## src/rtl/accel_motion_detector_unit_macros.svh

```systemverilog
// ----------------------------------------------------------------------------
// accel_motion_detector_unit assertion macros
// Shared concurrent assertion wrappers; the including module supplies
// i_clk and i_rst_n.
// ----------------------------------------------------------------------------
`ifndef ACCEL_MOTION_DETECTOR_UNIT_MACROS_SVH
`define ACCEL_MOTION_DETECTOR_UNIT_MACROS_SVH

// Plain property, checked on every clock outside reset.
`define AMD_ASSERT(lbl, prop, msg) \
    lbl: assert property (@(posedge i_clk) disable iff (!i_rst_n) prop) else $error(msg);

// Antecedent this cycle implies consequent next cycle.
`define AMD_ASSERT_NEXT(lbl, ante, cons, msg) \
    `AMD_ASSERT(lbl, (ante) |=> (cons), msg)

`endif

```

## src/rtl/amd_pkg.sv

```systemverilog
// ----------------------------------------------------------------------------
// amd_pkg
// Types, constants and helpers shared by the motion detector modules.
// ----------------------------------------------------------------------------
package amd_pkg;

    localparam int FRAC_BITS = 8;
    localparam int ADDR_W    = 4;
    localparam int MAG_W     = 24;

    localparam logic [15:0]      RST_PERIOD = 16'd100;
    localparam logic [15:0]      RST_ALPHA  = 16'd13107;
    localparam logic [MAG_W-1:0] RST_THRESH = 24'd12800;

    typedef enum logic [1:0] {
        REG_PERIOD = 2'd0,
        REG_ALPHA  = 2'd1,
        REG_THRESH = 2'd2
    } t_reg_idx;

    typedef enum logic [1:0] {
        CMD_WAKE,
        CMD_IDLE,
        CMD_FAIL,
        CMD_SAMPLE
    } t_cmd_kind;

    typedef struct packed {
        t_cmd_kind          kind;
        logic signed [15:0] x;
        logic signed [15:0] y;
        logic signed [15:0] z;
    } t_cmd;

    typedef struct packed {
        logic [15:0]      sample_period_ms;
        logic [15:0]      filter_alpha;
        logic [MAG_W-1:0] movement_threshold;
    } t_cfg;

    typedef enum logic [2:0] {
        B_IDLE,
        B_SQUARE,
        B_ROOT,
        B_FILTER,
        B_UPDATE,
        B_COMPARE,
        B_DONE
    } t_bstate;

    // root << FRAC_BITS, saturated to the magnitude width
    function automatic logic [MAG_W-1:0] mag_from_root(input logic [15:0] root);
        logic [39:0] w;
        w = {24'b0, root} << FRAC_BITS;
        if (|w[39:MAG_W]) begin
            return '1;
        end
        return w[MAG_W-1:0];
    endfunction

endpackage

```

## src/rtl/amd_cmdq.sv

```systemverilog
// ----------------------------------------------------------------------------
// amd_cmdq
// Two-entry command queue between the classifier and the sample engine.
// ----------------------------------------------------------------------------
module amd_cmdq (
    input  logic          i_clk,
    input  logic          i_rst_n,
    input  logic          i_push,
    input  amd_pkg::t_cmd i_cmd,
    input  logic          i_pop,
    output logic          o_full,
    output logic          o_empty,
    output amd_pkg::t_cmd o_head
);

    amd_pkg::t_cmd r_mem [2];
    logic       r_wr_ptr;
    logic       r_rd_ptr;
    logic [1:0] r_count;
    logic       do_push;
    logic       do_pop;

    assign o_full  = (r_count == 2'd2);
    assign o_empty = (r_count == 2'd0);
    assign o_head  = r_mem[r_rd_ptr];
    assign do_push = i_push && !o_full;
    assign do_pop  = i_pop && !o_empty;

    always_ff @(posedge i_clk) begin
        if (!i_rst_n) begin
            r_wr_ptr <= 1'b0;
            r_rd_ptr <= 1'b0;
            r_count  <= 2'd0;
        end else begin
            if (do_push) begin
                r_wr_ptr <= ~r_wr_ptr;
            end
            if (do_pop) begin
                r_rd_ptr <= ~r_rd_ptr;
            end
            if (do_push && !do_pop) begin
                r_count <= r_count + 2'd1;
            end else if (do_pop && !do_push) begin
                r_count <= r_count - 2'd1;
            end
        end
    end

    always_ff @(posedge i_clk) begin
        if (do_push) begin
            r_mem[r_wr_ptr] <= i_cmd;
        end
    end

endmodule

```

## src/rtl/amd_front.sv

```systemverilog
// ----------------------------------------------------------------------------
// amd_front
// Accepts items, runs the sample period counter and classifies each item.
// ----------------------------------------------------------------------------
module amd_front (
    input  logic               i_clk,
    input  logic               i_rst_n,
    input  logic               i_push,
    input  logic               i_mode,
    input  logic [15:0]        i_elapsed_ms,
    input  logic signed [15:0] i_accel_x,
    input  logic signed [15:0] i_accel_y,
    input  logic signed [15:0] i_accel_z,
    input  logic               i_read_ok,
    input  amd_pkg::t_cfg      i_cfg,
    input  logic               i_q_full,
    output logic               o_q_push,
    output amd_pkg::t_cmd      o_q_cmd
);

    logic [31:0] r_period_count;
    logic [31:0] n_period_count;
    logic [32:0] sum;
    logic [31:0] sat;
    logic        due;

    assign o_q_push = i_push && !i_q_full;

    always_comb begin
        sum = {1'b0, r_period_count} + {17'b0, i_elapsed_ms};
        sat = sum[32] ? '1 : sum[31:0];
        due = (sat >= {16'b0, i_cfg.sample_period_ms});
    end

    always_comb begin
        o_q_cmd.x = i_accel_x;
        o_q_cmd.y = i_accel_y;
        o_q_cmd.z = i_accel_z;
        priority if (i_mode) begin
            o_q_cmd.kind = amd_pkg::CMD_WAKE;
        end else if (!due) begin
            o_q_cmd.kind = amd_pkg::CMD_IDLE;
        end else if (!i_read_ok) begin
            o_q_cmd.kind = amd_pkg::CMD_FAIL;
        end else begin
            o_q_cmd.kind = amd_pkg::CMD_SAMPLE;
        end
    end

    // wake and any due beat, good or failed read, restart the period
    always_comb begin
        n_period_count = r_period_count;
        if (o_q_push) begin
            n_period_count = (i_mode || due) ? 32'd0 : sat;
        end
    end

    always_ff @(posedge i_clk) begin
        if (!i_rst_n) begin
            r_period_count <= 32'd0;
        end else begin
            r_period_count <= n_period_count;
        end
    end

endmodule

```

## src/rtl/amd_back.sv

```systemverilog
// ----------------------------------------------------------------------------
// amd_back
// Sample engine: sum of squares, iterative square root, EMA filter,
// movement decision and the result register.
// ----------------------------------------------------------------------------
`include "accel_motion_detector_unit_macros.svh"

module amd_back (
    input  logic                       i_clk,
    input  logic                       i_rst_n,
    input  amd_pkg::t_cfg              i_cfg,
    input  logic                       i_q_empty,
    input  amd_pkg::t_cmd              i_q_head,
    output logic                       o_q_pop,
    input  logic                       i_pop,
    output logic                       o_empty,
    output logic                       o_movement,
    output logic                       o_sample_taken,
    output logic                       o_read_failed,
    output logic [amd_pkg::MAG_W-1:0]  o_filtered_magnitude
);

    amd_pkg::t_bstate r_state;
    amd_pkg::t_bstate n_state;

    amd_pkg::t_cmd_kind r_kind;
    logic signed [15:0] r_x;
    logic signed [15:0] r_y;
    logic signed [15:0] r_z;
    logic [1:0]         r_sq_idx;
    logic [31:0]        r_rem;
    logic [31:0]        r_root;
    logic [31:0]        r_bit;
    logic signed [41:0] r_prod;
    logic [amd_pkg::MAG_W-1:0] r_new;

    logic [amd_pkg::MAG_W-1:0] r_filt;
    logic                      r_seeded;
    logic                      r_move;

    logic                      r_res_valid;
    logic                      r_res_move;
    logic                      r_res_taken;
    logic                      r_res_failed;
    logic [amd_pkg::MAG_W-1:0] r_res_filt;

    logic                      res_load;
    logic signed [15:0]        sq_op;
    logic [15:0]               sq_abs;
    logic [31:0]               sq;
    logic [31:0]               trial;
    logic [amd_pkg::MAG_W-1:0] mag;
    logic signed [24:0]        diff;
    logic signed [41:0]        prod;
    logic signed [25:0]        q;
    logic signed [26:0]        nv;
    logic [amd_pkg::MAG_W-1:0] nv_clamp;
    logic [amd_pkg::MAG_W-1:0] delta;

    // ---------------- next state ----------------
    always_comb begin
        n_state = r_state;
        unique case (r_state)
            amd_pkg::B_IDLE: begin
                if (!i_q_empty) begin
                    n_state = (i_q_head.kind == amd_pkg::CMD_SAMPLE) ?
                              amd_pkg::B_SQUARE : amd_pkg::B_DONE;
                end
            end
            amd_pkg::B_SQUARE: begin
                if (r_sq_idx == 2'd2) begin
                    n_state = amd_pkg::B_ROOT;
                end
            end
            amd_pkg::B_ROOT: begin
                if (r_bit[0]) begin
                    n_state = amd_pkg::B_FILTER;
                end
            end
            amd_pkg::B_FILTER: begin
                n_state = r_seeded ? amd_pkg::B_UPDATE : amd_pkg::B_DONE;
            end
            amd_pkg::B_UPDATE: begin
                n_state = amd_pkg::B_COMPARE;
            end
            amd_pkg::B_COMPARE: begin
                n_state = amd_pkg::B_DONE;
            end
            amd_pkg::B_DONE: begin
                if (res_load) begin
                    n_state = amd_pkg::B_IDLE;
                end
            end
            default: begin
                n_state = amd_pkg::B_IDLE;
            end
        endcase
    end

    // ---------------- outputs ----------------
    always_comb begin
        o_q_pop  = (r_state == amd_pkg::B_IDLE) && !i_q_empty;
        res_load = (r_state == amd_pkg::B_DONE) && (!r_res_valid || i_pop);
    end

    assign o_empty              = !r_res_valid;
    assign o_movement           = r_res_move;
    assign o_sample_taken       = r_res_taken;
    assign o_read_failed        = r_res_failed;
    assign o_filtered_magnitude = r_res_filt;

    // ---------------- datapath ----------------
    always_comb begin
        unique case (r_sq_idx)
            2'd0:    sq_op = r_x;
            2'd1:    sq_op = r_y;
            default: sq_op = r_z;
        endcase
        sq_abs = sq_op[15] ? 16'(-sq_op) : 16'(sq_op);
        sq     = sq_abs * sq_abs;
        trial  = r_root + r_bit;
    end

    always_comb begin
        mag  = amd_pkg::mag_from_root(r_root[15:0]);
        diff = $signed({1'b0, mag}) - $signed({1'b0, r_filt});
        prod = $signed({1'b0, i_cfg.filter_alpha}) * diff;
    end

    // floor shift, then clamp to the 24-bit range
    always_comb begin
        q  = r_prod[41:16];
        nv = $signed({3'b0, r_filt}) + 27'(q);
        if (nv < 0) begin
            nv_clamp = '0;
        end else if (nv > $signed({3'b0, {amd_pkg::MAG_W{1'b1}}})) begin
            nv_clamp = '1;
        end else begin
            nv_clamp = nv[amd_pkg::MAG_W-1:0];
        end
        delta = (r_new >= r_filt) ? (r_new - r_filt) : (r_filt - r_new);
    end

    always_ff @(posedge i_clk) begin
        if (!i_rst_n) begin
            r_state     <= amd_pkg::B_IDLE;
            r_filt      <= '0;
            r_seeded    <= 1'b0;
            r_move      <= 1'b0;
            r_res_valid <= 1'b0;
        end else begin
            r_state <= n_state;
            if (o_q_pop && (i_q_head.kind == amd_pkg::CMD_WAKE)) begin
                r_seeded <= 1'b0;
            end
            if (r_state == amd_pkg::B_FILTER && !r_seeded) begin
                r_filt   <= mag;
                r_seeded <= 1'b1;
                r_move   <= 1'b0;
            end
            if (r_state == amd_pkg::B_COMPARE) begin
                r_move <= (delta > i_cfg.movement_threshold);
                r_filt <= r_new;
            end
            if (res_load) begin
                r_res_valid <= 1'b1;
            end else if (i_pop) begin
                r_res_valid <= 1'b0;
            end
        end
    end

    always_ff @(posedge i_clk) begin
        if (o_q_pop) begin
            r_kind   <= i_q_head.kind;
            r_x      <= i_q_head.x;
            r_y      <= i_q_head.y;
            r_z      <= i_q_head.z;
            r_sq_idx <= 2'd0;
            r_rem    <= 32'd0;
        end
        if (r_state == amd_pkg::B_SQUARE) begin
            r_rem    <= r_rem + sq;
            r_sq_idx <= r_sq_idx + 2'd1;
            r_root   <= 32'd0;
            r_bit    <= 32'h4000_0000;
        end
        if (r_state == amd_pkg::B_ROOT) begin
            if (r_rem >= trial) begin
                r_rem  <= r_rem - trial;
                r_root <= (r_root >> 1) + r_bit;
            end else begin
                r_root <= r_root >> 1;
            end
            r_bit <= r_bit >> 2;
        end
        if (r_state == amd_pkg::B_FILTER) begin
            r_prod <= prod;
        end
        if (r_state == amd_pkg::B_UPDATE) begin
            r_new <= nv_clamp;
        end
        if (res_load) begin
            r_res_move   <= r_move;
            r_res_taken  <= (r_kind == amd_pkg::CMD_SAMPLE);
            r_res_failed <= (r_kind == amd_pkg::CMD_FAIL);
            r_res_filt   <= r_filt;
        end
    end

    // ---------------- assertions ----------------
    `AMD_ASSERT_NEXT(a_res_held, r_res_valid && !i_pop, r_res_valid, "result beat lost")
    `AMD_ASSERT(a_root_bit, (r_state == amd_pkg::B_ROOT) |-> $onehot(r_bit), "root bit lost")
    `AMD_ASSERT(a_upd_seeded, (r_state == amd_pkg::B_UPDATE) |-> r_seeded, "update unseeded")
    `AMD_ASSERT(a_flags_excl, r_res_valid |-> !(r_res_taken && r_res_failed), "taken and failed")

endmodule

```

## src/rtl/accel_motion_detector_unit.sv

```systemverilog
// ----------------------------------------------------------------------------
// accel_motion_detector_unit
// Accelerometer magnitude EMA motion detector with APB register port.
// ----------------------------------------------------------------------------
// Usage:
//   Input beats enter through push/full (mode, elapsed_ms, accel_x/y/z,
//   read_ok); one result beat per input leaves through empty/pop
//   (movement, sample_taken, read_failed, filtered_magnitude), in order.
//   Registers: 0x0 sample_period_ms, 0x4 filter_alpha, 0x8
//   movement_threshold; write them only while the block is idle.
//   A wake, not-due or failed-read beat passes from the command queue through
//   the engine's idle and done states into the result register; a good sample
//   also runs the sum-of-squares pass over x, y and z, the 16-step square
//   root loop and the filter state, then the update and compare states
//   unless it seeds the filter. The engine takes one beat at a time and pops
//   the next only once the last is in the result register; the 2-entry command
//   queue lets the input side keep taking beats while the engine works.
//   Reset (synchronous, i_rst_n low) loads the register defaults, clears the
//   period counter, filter value, seeded and movement flags, and empties
//   the command queue and the result register. When the receiver stalls, the
//   result register holds its beat, the engine waits in its final state, the
//   command queue fills and full rises.
// ----------------------------------------------------------------------------
module accel_motion_detector_unit (
    input  logic                        i_clk,
    input  logic                        i_rst_n,
    // APB register port
    input  logic                        psel,
    input  logic                        penable,
    input  logic                        pwrite,
    input  logic [amd_pkg::ADDR_W-1:0]  paddr,
    input  logic [31:0]                 pwdata,
    output logic [31:0]                 prdata,
    output logic                        pready,
    // input channel
    input  logic                        push,
    output logic                        full,
    input  logic                        i_mode,
    input  logic [15:0]                 i_elapsed_ms,
    input  logic signed [15:0]          i_accel_x,
    input  logic signed [15:0]          i_accel_y,
    input  logic signed [15:0]          i_accel_z,
    input  logic                        i_read_ok,
    // result channel
    output logic                        empty,
    input  logic                        pop,
    output logic                        o_movement,
    output logic                        o_sample_taken,
    output logic                        o_read_failed,
    output logic [amd_pkg::MAG_W-1:0]   o_filtered_magnitude
);

    amd_pkg::t_cfg    r_cfg;
    amd_pkg::t_reg_idx reg_idx;
    logic             cfg_wr;

    logic             q_push;
    logic             q_pop;
    logic             q_full;
    logic             q_empty;
    amd_pkg::t_cmd    q_in;
    amd_pkg::t_cmd    q_head;

    // ---------------- register port ----------------
    assign pready  = 1'b1;
    assign cfg_wr  = psel && penable && pwrite && pready;
    assign reg_idx = amd_pkg::t_reg_idx'(paddr[3:2]);

    always_ff @(posedge i_clk) begin
        if (!i_rst_n) begin
            r_cfg.sample_period_ms   <= amd_pkg::RST_PERIOD;
            r_cfg.filter_alpha       <= amd_pkg::RST_ALPHA;
            r_cfg.movement_threshold <= amd_pkg::RST_THRESH;
        end else if (cfg_wr) begin
            unique case (reg_idx)
                amd_pkg::REG_PERIOD: r_cfg.sample_period_ms   <= pwdata[15:0];
                amd_pkg::REG_ALPHA:  r_cfg.filter_alpha       <= pwdata[15:0];
                amd_pkg::REG_THRESH: r_cfg.movement_threshold <= pwdata[23:0];
                default: begin
                    // unmapped slot: write dropped
                end
            endcase
        end
    end

    always_comb begin
        unique case (reg_idx)
            amd_pkg::REG_PERIOD: prdata = {16'b0, r_cfg.sample_period_ms};
            amd_pkg::REG_ALPHA:  prdata = {16'b0, r_cfg.filter_alpha};
            amd_pkg::REG_THRESH: prdata = {8'b0, r_cfg.movement_threshold};
            default:             prdata = 32'b0;
        endcase
    end

    // ---------------- front: accept and classify ----------------
    amd_front u_front (
        .i_clk        (i_clk),
        .i_rst_n      (i_rst_n),
        .i_push       (push),
        .i_mode       (i_mode),
        .i_elapsed_ms (i_elapsed_ms),
        .i_accel_x    (i_accel_x),
        .i_accel_y    (i_accel_y),
        .i_accel_z    (i_accel_z),
        .i_read_ok    (i_read_ok),
        .i_cfg        (r_cfg),
        .i_q_full     (q_full),
        .o_q_push     (q_push),
        .o_q_cmd      (q_in)
    );

    assign full = q_full;

    // ---------------- command queue ----------------
    amd_cmdq u_cmdq (
        .i_clk   (i_clk),
        .i_rst_n (i_rst_n),
        .i_push  (q_push),
        .i_cmd   (q_in),
        .i_pop   (q_pop),
        .o_full  (q_full),
        .o_empty (q_empty),
        .o_head  (q_head)
    );

    // ---------------- back: sample engine ----------------
    amd_back u_back (
        .i_clk                (i_clk),
        .i_rst_n              (i_rst_n),
        .i_cfg                (r_cfg),
        .i_q_empty            (q_empty),
        .i_q_head             (q_head),
        .o_q_pop              (q_pop),
        .i_pop                (pop),
        .o_empty              (empty),
        .o_movement           (o_movement),
        .o_sample_taken       (o_sample_taken),
        .o_read_failed        (o_read_failed),
        .o_filtered_magnitude (o_filtered_magnitude)
    );

endmodule
```

## config.mk

```make
export PLATFORM = sky130hd
export DESIGN_NAME = accel_motion_detector_unit
export DESIGN_NICKNAME = d
export VERILOG_FILES = /design/src/rtl/amd_pkg.sv /design/src/rtl/amd_cmdq.sv /design/src/rtl/amd_front.sv /design/src/rtl/amd_back.sv /design/src/rtl/accel_motion_detector_unit.sv
export VERILOG_INCLUDE_DIRS = /design/src /design/src/rtl
export SDC_FILE = /design/constraint.sdc
export NUM_CORES = 2
export LEC_CHECK = 0
export BUFFER_PORTS_ARGS = -buffer_cell sky130_fd_sc_hd__buf_2
export CAP_MARGIN = 15
export CORE_MARGIN = 2
export CORE_UTILIZATION = 45
export DETAILED_ROUTE_END_ITERATION = 7
export SLEW_MARGIN = 10
export SYNTH_ARGS = -nofsm -noshare
export SYNTH_HDL_FRONTEND = slang
export SYNTH_SLANG_ARGS = --single-unit
```

## constraint.sdc

```tcl
create_clock -name i_clk -period 20.7 [get_ports i_clk]
set_input_delay 2.07 -clock i_clk [delete_from_list [all_inputs] [get_ports i_clk]]
set_output_delay 2.07 -clock i_clk [all_outputs]
set_load 0.02 [all_outputs]
```

* Word level (Yosys, flattened, before mapping)
Memories as Yosys holds them, arrays and structs flattened. A register that Yosys moved wholly into a read port is not among the register bits. Index checks and enable logic that the tools add are counted.
Word-level totals: register bits after elaboration 347, RAM bits 100, input port bits 109, word-level logic and storage cells 145, memories kept 1
Memories:
- u_cmdq.r_mem | depth 2, width 50, read ports 1, clocked after memory_dff 1, wr ports 1, RTL line amd_cmdq.sv:16 | amd_pkg::t_cmd r_mem [2];
Operators by class: $add $sub $neg 13, multipliers 2, order comparisons 6, equality and inequality tests 18, mux-type cells 42, bitwise operators 2, reduce and logical (&&, ||, !) cells 34
Operators with widths (count):
- two-way mux 32 bit | 9
- two-way mux 24 bit | 4
- case mux 24 bit (3 select lines) | 1
- two-way mux 29 bit | 2
- subtractor 24 bit | 2
- multiplier 17 x 25 -> 42 bit | 1
- adder 32 x 16 -> 33 bit | 1
- adder 31 x 31 -> 32 bit | 1
- adder 32 x 31 -> 32 bit | 1
- adder 32 bit | 1
- greater-or-equal comparator 32 x 16 -> 1 bit | 1
- greater-or-equal comparator 32 bit | 1
- multiplier 16 x 16 -> 32 bit | 1
- case mux 16 bit (2 select lines) | 1
- subtractor 32 bit | 1
- adder 25 x 26 -> 27 bit | 1
- > comparator 27 x 25 -> 1 bit (second input constant) | 1
- < comparator 27 x 1 -> 1 bit (second input constant) | 1
- subtractor 24 x 24 -> 25 bit | 1
- greater-or-equal comparator 24 bit | 1
- > comparator 24 bit | 1
- case mux 3 bit (7 select lines) | 1
- two-way mux 16 bit | 1
- negation 16 bit | 1
- other kinds (21) | 80

* Longest topological paths before layout
depth after elaboration 9, mapped depth 37

* Cells and area by module
A second synthesis with hierarchy kept.
Second synthesis, totals: cells, all modules 5180, area, all modules 48957.0 um^2
Modules (own cells, without submodules):
- amd_back | instances 1, cells an instance 4259, area an instance 39070.0 um^2
- amd_cmdq | instances 1, cells an instance 181, area an instance 3828.7 um^2
- amd_front | instances 1, cells an instance 443, area an instance 3360.7 um^2
- accel_motion_detector_unit | instances 1, cells an instance 297, area an instance 2697.6 um^2

* Least setup slack after synthesis
Ideal clock, no wire load.
kind reg2reg, start point reg u_back.r_filt[0] (netlist bit), end point reg u_back.r_prod[41] (data pin), library setup time 0.265 ns, arrival 8.322 ns, data required time 20.435 ns, slack 12.113 ns, cell stages (with the launch flop) 33, path buffers 3, path through dfxtp_1 -> clkbuf_1 -> clkbuf_1 -> inv_1 -> ha_1 -> a31oi_1 -> a211oi_1 -> o21ai_0 -> a31oi_1 -> o2111ai_1 -> a21oi_1 -> o21a_1 -> nor2_1 -> clkbuf_1 -> nand2_1 -> fa_1 -> fa_1 -> fa_1 -> fa_1 -> fa_1 -> inv_1 -> fa_1 -> ha_1 -> nand4_1 -> or3_1 -> or3b_1 -> o41a_1 -> o211a_1 -> o31ai_1 -> a41o_1 -> o21ai_1 -> a21oi_1 -> a31oi_1
On the way: word-level cells in the longest chain between the ends 2
Ends and longest elaborated chain:
- start, declared | RTL line amd_back.sv:37 | logic [amd_pkg::MAG_W-1:0] r_filt;
- start signal, assigned | RTL line amd_back.sv:157 | r_filt <= mag;
- start signal, assigned | RTL line amd_back.sv:163 | r_filt <= r_new;
- subtractor 24 x 24 -> 25 bit | RTL line amd_back.sv:126 | diff = $signed({1'b0, mag}) - $signed({1'b0, r_filt});
- multiplier 17 x 25 -> 42 bit | RTL line amd_back.sv:127 | prod = $signed({1'b0, i_cfg.filter_alpha}) * diff;
- net u_back.prod[41] | RTL line amd_back.sv:54 | logic signed [41:0] prod;
- end signal, assigned | RTL line amd_back.sv:198 | r_prod <= prod;
- end, declared | RTL line amd_back.sv:34 | logic signed [41:0] r_prod;
The timed path passes the listed nets, and every way through them passes these cells. A chain may end at the register's enable or synchronous reset.

* Worst setup path after layout
start point reg u_back.r_sq_idx[0], end point reg u_back.r_rem[31]
On the way: word-level cells in the longest chain between the ends 9, elaborated cells between the ends (all ways) 10, classes of those cells add/sub (2); mul (1); eq/ne (1); mux (5); reduce/logical (1)
Ends and longest elaborated chain:
- start, declared | RTL line amd_back.sv:30 | logic [1:0] r_sq_idx;
- start signal, assigned | RTL line amd_back.sv:184 | r_sq_idx <= r_sq_idx + 2'd1;
- equality test 2 x 1 -> 1 bit / logical NOT 2 bit (equally long branches) | RTL line amd_back.sv:114 | unique case (r_sq_idx)
- case mux 16 bit (2 select lines) * | RTL line amd_back.sv:114
- negation 16 bit | RTL line amd_back.sv:119 | sq_abs = sq_op[15] ? 16'(-sq_op) : 16'(sq_op);
- two-way mux 16 bit * | RTL line amd_back.sv:119
- multiplier 16 x 16 -> 32 bit * | RTL line amd_back.sv:120 | sq = sq_abs * sq_abs;
- adder 32 bit * | RTL line amd_back.sv:183 | r_rem <= r_rem + sq;
- two-way mux 32 bit * | RTL line amd_back.sv:182 | if (r_state == amd_pkg::B_SQUARE) begin
- two-way mux 32 bit | RTL line amd_back.sv:189 | if (r_rem >= trial) begin
- two-way mux 32 bit * | RTL line amd_back.sv:188 | if (r_state == amd_pkg::B_ROOT) begin
- end signal, assigned | RTL line amd_back.sv:183
- end signal, assigned | RTL line amd_back.sv:190 | r_rem <= r_rem - trial;
- end, declared | RTL line amd_back.sv:31 | logic [31:0] r_rem;
Every way passes the cells marked *; elsewhere a longest branch is shown, timed or not.

==> flow_summary.json <==
{
  "wl_per_cell_um": 19.1,
  "coreArea_mm2": 0.107,
  "worstSkewPairLatency_ns": 0.64,
  "io_pins": 171,
  "ant_nets": 0,
  "critPathTopFamily": "adder cells",
  "totalWireLength_um": 128000,
  "hold_violations": 0,
  "required_ns": 21.18,
  "crit_buf_inv": 11,
  "rsz0062_at_grt": "no",
  "grt_first_pass_wirelength_um": 206000,
  "max_freq_ghz": 0.0981,
  "yosys_warnings": 0,
  "io_buffer_count": 151,
  "worstSetupEndpointType": "flop",
  "grt_antenna_before_repair": 4,
  "finalWeightedCongestion": 0.895,
  "drc": 0,
  "h-tree-depth": 2,
  "start_kind": "flop",
  "dr_total_vias": 36000,
  "tightest_slew_ns": 1.19,
  "post-route-period-util_pct": 49.2,
  "dp_hpwl_um": 99100,
  "slew_viol_final": 0,
  "cts_resized": 0,
  "cts_buffers": 50,
  "fillers": 10300,
  "path_clk_slew_ns": 0.06,
  "rows": 120,
  "criticalPathCategory": "reg -> reg",
  "rrSetupSlack_ns": 10.51,
  "grt_pass1_vias": 37000,
  "cts.sinks": 432,
  "area_growth_pct": 8.31,
  "fin_nets": 6385,
  "grt_usage_pct": 23.4,
  "ys_seq_area_share_pct": 23.5,
  "ys_seq_elements": 432,
  "maxCapViolations": 0,
  "clock_path_buffers": 3,
  "cts_setup_buffers": 0,
  "synth_area_mm2": 0.0485,
  "synth_top_flop_cell": "edfxtp_1",
  "cpMaxStageDelayCell": "xor2_1",
  "start_util_pct": 45.3,
  "clockRootBuffer": "clkbuf_16",
  "tritoncts": "built",
  "fin_tns_setup_ns": 0,
  "fp.dieW_um": 332,
  "syn_avg_cell_area_um2": 9.33,
  "drive_gt1_share_pct": 8.37,
  "setup_viol": 0,
  "first_pass_iters": 7,
  "worst_ep_arrival_time_ns": 10.67,
  "die_h_um": 332,
  "drt-initial-drc-count": 2011,
  "grt_start_max_net_pins": 104,
  "synth.distinct_cells": 103,
  "viasPerCell": 5.36,
  "die-area_mm2": 0.110,
  "hold_path.class": "reg -> reg",
  "critPathMaxFanout": 17,
  "syn_inst": 5195,
  "relSlewSlack_pct": 20.3,
  "status": "completed",
  "hold_buffers": 0,
  "synth_edf_count": 276,
  "post-route-min-period_ns": 10.19,
  "fin_skew_ns": 0.0532,
  "critical_path.max_stage_delay_ns": 0.68,
  "overflow": 0,
  "async_reset_ff_share_pct": 0
}
==> placed cells by master (no fill, tap or decap), types with 40 or more instances in the layout <==
master     instances
inv_1            897
nand2_1          622
fa_1             586
ha_1             415
edfxtp_1         276
a21oi_1          230
nor2_1           228
and2_1           192
o21ai_0          158
dfxtp_1          155
buf_2            150
xnor2_1          128
xor2_1           105
a21o_1            97
buf_4             70
nand3_1           60
a21boi_0          59
mux2_2            53
clkbuf_16         51
nor2b_1           45
a211oi_1          43
and3_1            42
o211ai_1          41
a31oi_1           40
==> cells in the mapped netlist, drive strengths merged, types with 47 or more instances <==
| library cell | count | area, um^2 |
|---|---|---|
| edfxtp | 276 | 8290 |
| buf | 47 | 273 |
| o21ai | 183 | 927 |
| nand2 | 625 | 2350 |
| fa | 586 | 11700 |
| mux2 | 53 | 597 |
| xor2 | 108 | 946 |
| ha | 415 | 5190 |
| a21boi | 59 | 443 |
| a21o | 101 | 763 |
| nand3 | 60 | 300 |
| a21oi | 233 | 1180 |
| and2 | 192 | 1200 |
| nor2 | 234 | 881 |
| xnor2 | 130 | 1140 |
| nor2b | 47 | 294 |
| inv | 902 | 3390 |
| clkbuf | 162 | 608 |
| dfxtp | 156 | 3120 |
==> metrics by stage <==
| stage | utilization, % | cells | hold slack, ns | instance area, um^2 | setup WS [ns] |
|---|---|---|---|---|---|
| global route | 49.1 | 6722 | 0.446 | 52500 | 9.85 |
| floorplan | - | 5212 | 0.400 | 48500 | 12.11 |
| global placement | 47.5 | 6626 | 0.415 | 50800 | 10.67 |
| CTS | 49.1 | 6720 | 0.427 | 52500 | 10.59 |
| detailed placement | 47.5 | 6626 | 0.413 | 50800 | 10.67 |
| finish | 49.1 | 6722 | 0.430 | 52500 | 10.51 |
==> worst paths after layout <==
| kind | cells after the start | endpoint | from |
|---|---|---|---|
| setup reg to reg | 36 | u_back.r_rem[31]$_DFF_P_ | u_back.r_sq_idx[0]$_SDFFCE_PN0P_ |
| hold reg to reg | 0 | u_back.o_movement$_DFFE_PP_ | u_back.r_move$_SDFFE_PN0P_ |
| setup / recovery | 36 | u_back.r_rem[31]$_DFF_P_ | u_back.r_sq_idx[0]$_SDFFCE_PN0P_ |
| hold / removal | 0 | u_back.o_movement$_DFFE_PP_ | u_back.r_move$_SDFFE_PN0P_ |
==> area by class of cell <==
type | instances | area (um^2) | area share, %
sequential | 432 | 11400 | 21.7
clock buffer | 68 | 1370 | 2.61
timing repair buffer | 220 | 1280 | 2.43
tap | 1403 | 1760 | 3.34
inverter | 908 | 3410 | 6.49
clock inverter | 26 | 314 | 0.598
antenna | 2 | 5.00 | 0.00953
multi-input combinational | 3663 | 33000 | 62.8
==> worst reg2reg max path, delay by kind of cell, from the launching register on <==
kind            cells  cell delay (ns)
flops               1             0.42
simple gates        4             0.97
compound gates     10             2.24
xor+xnor            2             0.82
buf+inv            11             1.94
fa+ha+maj           9             3.66
==> state kept, by name, indices dropped and copies added, names as in the netlist, 24 cells and up, named ones only <==
register,flops
u_cmdq.r_mem,100
r_cfg,56
u_back.r_rem,32
u_back.r_root,32
u_front.r_period_count,32
u_back.r_prod,26
u_back.o_filtered_magnitude,24
u_back.r_filt,24
u_back.r_new,24
==> metal layers <==
metal	vias to the layer above	track usage (%)	share of wire, %
met4	0	6.36	2.7
met3	180	2.03	4.0
met1	17900	31.0	44
met5	-	0	0
li1	17200	-	-
met2	764	41.1	50
==> cells by family after synthesis <==
logic type,synth area share [%]
AO/OA/AOI/OAI,13.0
XOR/XNOR,4.30
adder cells (fa/ha/maj),34.9
buffers and inverters,8.85
flip-flops,23.5
multiplexers,1.85
other,0.0155
AND/OR/NAND/NOR,13.5
Power is not shown: default switching activity piles up to over one toggle a cycle in this logic, so the estimate is an artifact.
